**src/design/kpi_pkg.sv**
```systemverilog
// ----------------------------------------------------------------------------
// kpi_pkg
// Types and constants shared by the keyframe pose interpolator modules.
// ----------------------------------------------------------------------------
package kpi_pkg;

   localparam int MAX_FRAMES = 8;
   localparam int NUM_ANIMS  = 16;
   localparam int NUM_PARTS  = 4;
   localparam int SEQ_DEPTH  = NUM_ANIMS * NUM_PARTS;
   localparam int KF_DEPTH   = SEQ_DEPTH * MAX_FRAMES;
   localparam int SEQ_AW     = $clog2(SEQ_DEPTH);
   localparam int KF_AW      = $clog2(KF_DEPTH);
   localparam int QUEUE_DEPTH = 2;

   localparam logic [1:0] MODE_LOAD = 2'd0;
   localparam logic [1:0] MODE_SET  = 2'd1;
   localparam logic [1:0] MODE_ADD  = 2'd2;

   typedef struct packed {
      logic [1:0]         mode;
      logic [3:0]         anim_index;
      logic [1:0]         part_index;
      logic [2:0]         frame_index;
      logic [3:0]         frame_count;
      logic [15:0]        key_time;
      logic signed [15:0] key_x;
      logic signed [15:0] key_y;
      logic signed [15:0] key_angle;
      logic [15:0]        eval_time;
      logic signed [15:0] amount;
   } req_item_type;

   typedef struct packed {
      logic [1:0]         out_part;
      logic [15:0]        pose_time;
      logic signed [15:0] pose_x;
      logic signed [15:0] pose_y;
      logic signed [15:0] pose_angle;
      logic               last_part;
   } rsp_item_type;

   typedef struct packed {
      logic [15:0]        t;
      logic signed [15:0] x;
      logic signed [15:0] y;
      logic signed [15:0] a;
   } kf_type;

   // decoded command passed from front to back
   typedef struct packed {
      logic        is_load;
      logic        is_add;
      logic        anim_ok;
      logic        frame_ok;
      logic [3:0]  anim;
      logic [1:0]  part;
      logic [2:0]  frame;
      logic [3:0]  count;
      kf_type      key;
      logic [15:0] eval_time;
      logic signed [15:0] amount;
   } cmd_type;

   // queue control driven by the front
   typedef struct packed {
      logic full;
      logic push;
   } q_ctl_type;

endpackage

```
**src/design/kpi_queue.sv**
```systemverilog
// ----------------------------------------------------------------------------
// kpi_queue
// Two-entry command queue between the front and the back.
// ----------------------------------------------------------------------------
module kpi_queue (
   input  logic               clock,
   input  logic               reset,
   input  kpi_pkg::q_ctl_type q_ctl,
   input  kpi_pkg::cmd_type   push_data,
   output logic               full,
   output logic               pop_valid,
   input  logic               pop,
   output kpi_pkg::cmd_type   pop_data
);
   import kpi_pkg::*;

   localparam int PW = $clog2(QUEUE_DEPTH);

   cmd_type       slot_ff [QUEUE_DEPTH];
   logic [PW-1:0] wr_ff, wr_in, rd_ff, rd_in;
   logic [PW:0]   fill_ff, fill_in;

   assign full      = (32'(fill_ff) == QUEUE_DEPTH);
   assign pop_valid = (fill_ff != '0);
   assign pop_data  = slot_ff[rd_ff];

   always_comb begin
      wr_in   = wr_ff;
      rd_in   = rd_ff;
      fill_in = fill_ff;
      if (q_ctl.push) begin
         wr_in = (32'(wr_ff) == QUEUE_DEPTH - 1) ? '0 : wr_ff + 1'b1;
      end
      if (pop && pop_valid) begin
         rd_in = (32'(rd_ff) == QUEUE_DEPTH - 1) ? '0 : rd_ff + 1'b1;
      end
      if (q_ctl.push && !(pop && pop_valid)) begin
         fill_in = fill_ff + 1'b1;
      end else if (!q_ctl.push && pop && pop_valid) begin
         fill_in = fill_ff - 1'b1;
      end
   end

   always_ff @(posedge clock) begin
      if (reset) begin
         wr_ff   <= '0;
         rd_ff   <= '0;
         fill_ff <= '0;
      end else begin
         wr_ff   <= wr_in;
         rd_ff   <= rd_in;
         fill_ff <= fill_in;
      end
   end

   always_ff @(posedge clock) begin
      if (q_ctl.push) begin
         slot_ff[wr_ff] <= push_data;
      end
   end

endmodule

```
**config.mk**
```make
export PLATFORM = sky130hd
export DESIGN_NAME = kpi_queue
export DESIGN_NICKNAME = d
export VERILOG_FILES = /design/src/design/kpi_pkg.sv /design/src/design/kpi_queue.sv
export SDC_FILE = /design/constraint.sdc
export NUM_CORES = 1
export LEC_CHECK = 0
export CAP_MARGIN = 20
export CELL_PAD_IN_SITES_DETAIL_PLACEMENT = 1
export CELL_PAD_IN_SITES_GLOBAL_PLACEMENT = 2
export CORE_MARGIN = 3
export CORE_UTILIZATION = 50
export DETAILED_ROUTE_END_ITERATION = 12
export DONT_BUFFER_PORTS = 1
export PLACE_DENSITY_LB_ADDON = 0.1
export SYNTH_ARGS = -nofsm -noshare
export SYNTH_HDL_FRONTEND = slang
export SYNTH_SLANG_ARGS = --single-unit
export TNS_END_PERCENT = 5
```
**constraint.sdc**
```tcl
create_clock -name clock -period 14.85 [get_ports clock]
set_input_delay 2.2275 -clock clock [delete_from_list [all_inputs] [get_ports clock]]
set_output_delay 2.2275 -clock clock [all_outputs]
set_load 0.1 [all_outputs]
```
==> impl_metrics.yaml <==
status:
  status: "finished, final reports clean"
synthesis:
  syn_area_um2: 8670
  synth_common_cells: "edfxtp_1 (226), mux2_4 (70), mux2_2 (44)"
  synthFlopType: "edfxtp_1"
  ys_ff_latch: 231
  yosysSeqAreaShare_pct: 79.4
  netlist.area_leader.share_pct: 78.3
  ys_top_cells_by_area: "edfxtp_1 (78%), mux2_4 (12%), mux2_2 (5.7%)"
  syn_nets: 495
  synthMostInstantiatedCell: "edfxtp_1"
  syn_area_per_cell_um2: 23.0
  ys_warn_count: 0
  synthArstFlopShare_pct: 0
  yosys.area.top_type: "edfxtp_1"
  synth_cell_types: 20
  syn_inst: 377
  synth_edf_count: 226
clocking:
  ctsResizeCount: 0
  postCtsSetupRepairBufs: 0
  cts_tree: "done"
  cts_max_path_buffers: 3
  numClockSinks: 231
  cts_buffers: 24
  clk_latency_ps: 500
  clkTransAtPathRegs_ps: 60
  htree_levels: 1
  cts_root_buf: "clkbuf_16"
  holdBufCountCts: 0
worst_setup_path:
  worstPathArrival_ps: 2770
  timing.reg2reg.setup_slack_ps: 12570
  reg2reg_depth: 2
  r2r_start: "wr_ff$_SDFFE_PP0P_"
  cp-start-kind: "register"
  end_kind: "output port"
  reg2reg_to: "slot_ff[1][28]$_DFFE_PP_"
  cp_cell_sequence: "buf_4 > buf_16 > mux2_2"
  max_stage_delay_ps: 820
  worstPathRequired_ps: 12620
  cpMaxStageDelayCell: "dfxtp_4"
  endpoint: "pop_data[93]"
  cp_max_fo: 57
  critical_path_class: "register to output port"
placed_design:
  place_ws_ps: 9980
  place_congestion: 0.698
  port_buffers: 0
sta:
  hold_viol: 0
  max_freq_ghz: 0.200
  min_period_ps: 5000
  worst_slew_pin_slew_ps: 946
  rsz0062_at_grt: "no"
  fin_crit_sh_pct: 33.7
  finClkSkew_ps: 6.29
  setup_viol: 0
  fin_ws_ps: 9850
  slew_headroom_pct: 36.9
  setup_tns_ps: 0
  maxSlewViolCount: 0
cells_and_area:
  diodes: 0
  fin_nets: 513
  drive_gt1_share_pct: 37.7
  area_delta_synth_final_pct: 11.1
grt:
  grt_pass1_wl_um: 21400
  first_global_vias: 3728
  grt_usage_pct: 15.0
  grt_antenna_before_repair: 0
  grt_max_degree: 70
  grt_overflow: 0
routing:
  wl_per_cell_um: 23.6
  via_per_inst: 5.39
  wl_um: 14900
  first_pass_iters: 4
  drc: 0
  drtIter0Drc: 182
  vias: 3388
  ant_nets: 0
die:
  die_x_um: 138
  dieArea_um2: 19000
  die_h_um: 138
  core.rowCount: 47
  start_util_pct: 51.7
  ios: 233
  coreArea_um2: 16800
worst_hold_path:
  hold_class: "register to register"
pwr:
  ir_drop_mv: 0.160
  power_density_nw_per_um2: 173
  power.leakage_nw: 3.27
flow_run:
  max-cap-violations: 0
==> critical path: cells and delay by family, from the launching register on <==
kind | cells | cell delay (ps)
buffers and inverters | 2 | 700
DFF | 1 | 820
muxes | 1 | 620
==> report_power, final <==
group | internal (mW) | switching, mW
registers | 0.761 | 0.0136
logic | 0.0506 | 0.280
clock network | 0.339 | 0.221
total | 1.15 | 0.514
==> layout make-up <==
type                    count  area, um2
clock buffers              31        648
fillers                  1407       7130
flip-flops and latches    231       6890
repair buffers              5       57.6
multi-input cells         133       1670
well taps                 220        275
clock inverters             9       91.3
==> worst min path at each step <==
stage,startpoint,endpoint,slack (ps),cells after the start
after floorplan,rd_ff$_SDFFE_PP0P_,register,470,2
after global placement,rd_ff$_SDFFE_PP0P_,rd_ff$_SDFFE_PP0P_,490,2
after detailed placement,rd_ff$_SDFFE_PP0P_,rd_ff$_SDFFE_PP0P_,500,2
after CTS,rd_ff$_SDFFE_PP0P_,rd_ff$_SDFFE_PP0P_,510,2
after global routing,rd_ff$_SDFFE_PP0P_,register,550,2
final,rd_ff$_SDFFE_PP0P_,rd_ff$_SDFFE_PP0P_,510,2
==> stage by stage <==
stage	power (mW)	cells	instance area, um2	hold slack [ps]	utilization [%]
finish	1.67	629	9630	512	57.5
global route	1.72	629	9630	550	57.5
CTS	1.68	628	9600	515	57.3
detailed placement	1.12	588	8860	497	52.9
global placement	1.12	588	8860	487	52.9
floorplan	1.11	377	8670	472	-
==> registers in the layout, indices dropped and copies added, names as in the netlist, named ones only <==
register	count
wr_ff	1
fill_ff	2
rd_ff	1
slot_ff	226
==> placed cells by master (no fill, tap or decap), types with 3 or more instances in the layout <==
| master | n |
|---|---|
| buf_4 | 4 |
| clkbuf_1 | 6 |
| clkbuf_16 | 25 |
| clkinv_1 | 3 |
| clkinv_2 | 4 |
| dfxtp_1 | 4 |
| edfxtp_1 | 226 |
| mux2_2 | 44 |
| mux2_4 | 70 |
| nor2_1 | 4 |
==> kinds of logic (layout without fill, tap and decap cells) <==
family | after synthesis | count (layout) | synth area share (%)
compound gates | 3 | 3 | 0.173
xor+xnor | 2 | 2 | 0.202
buf+inv | 13 | 45 | 1.44
flops | 231 | 231 | 79.4
mux | 115 | 115 | 18.0
simple gates | 13 | 13 | 0.794
==> per-layer routing <==
metal / vias to the layer above / global-route usage, % / share of wire, %
met1: 1680 / 16.2 / 34
met3: 32 / 7.23 / 13
met5: - / 0 / 0
met4: 0 / 6.15 / 3.1
li1: 1521 / - / -
met2: 155 / 25.3 / 50
No activity file was read; power rests on OpenSTA's default activity.
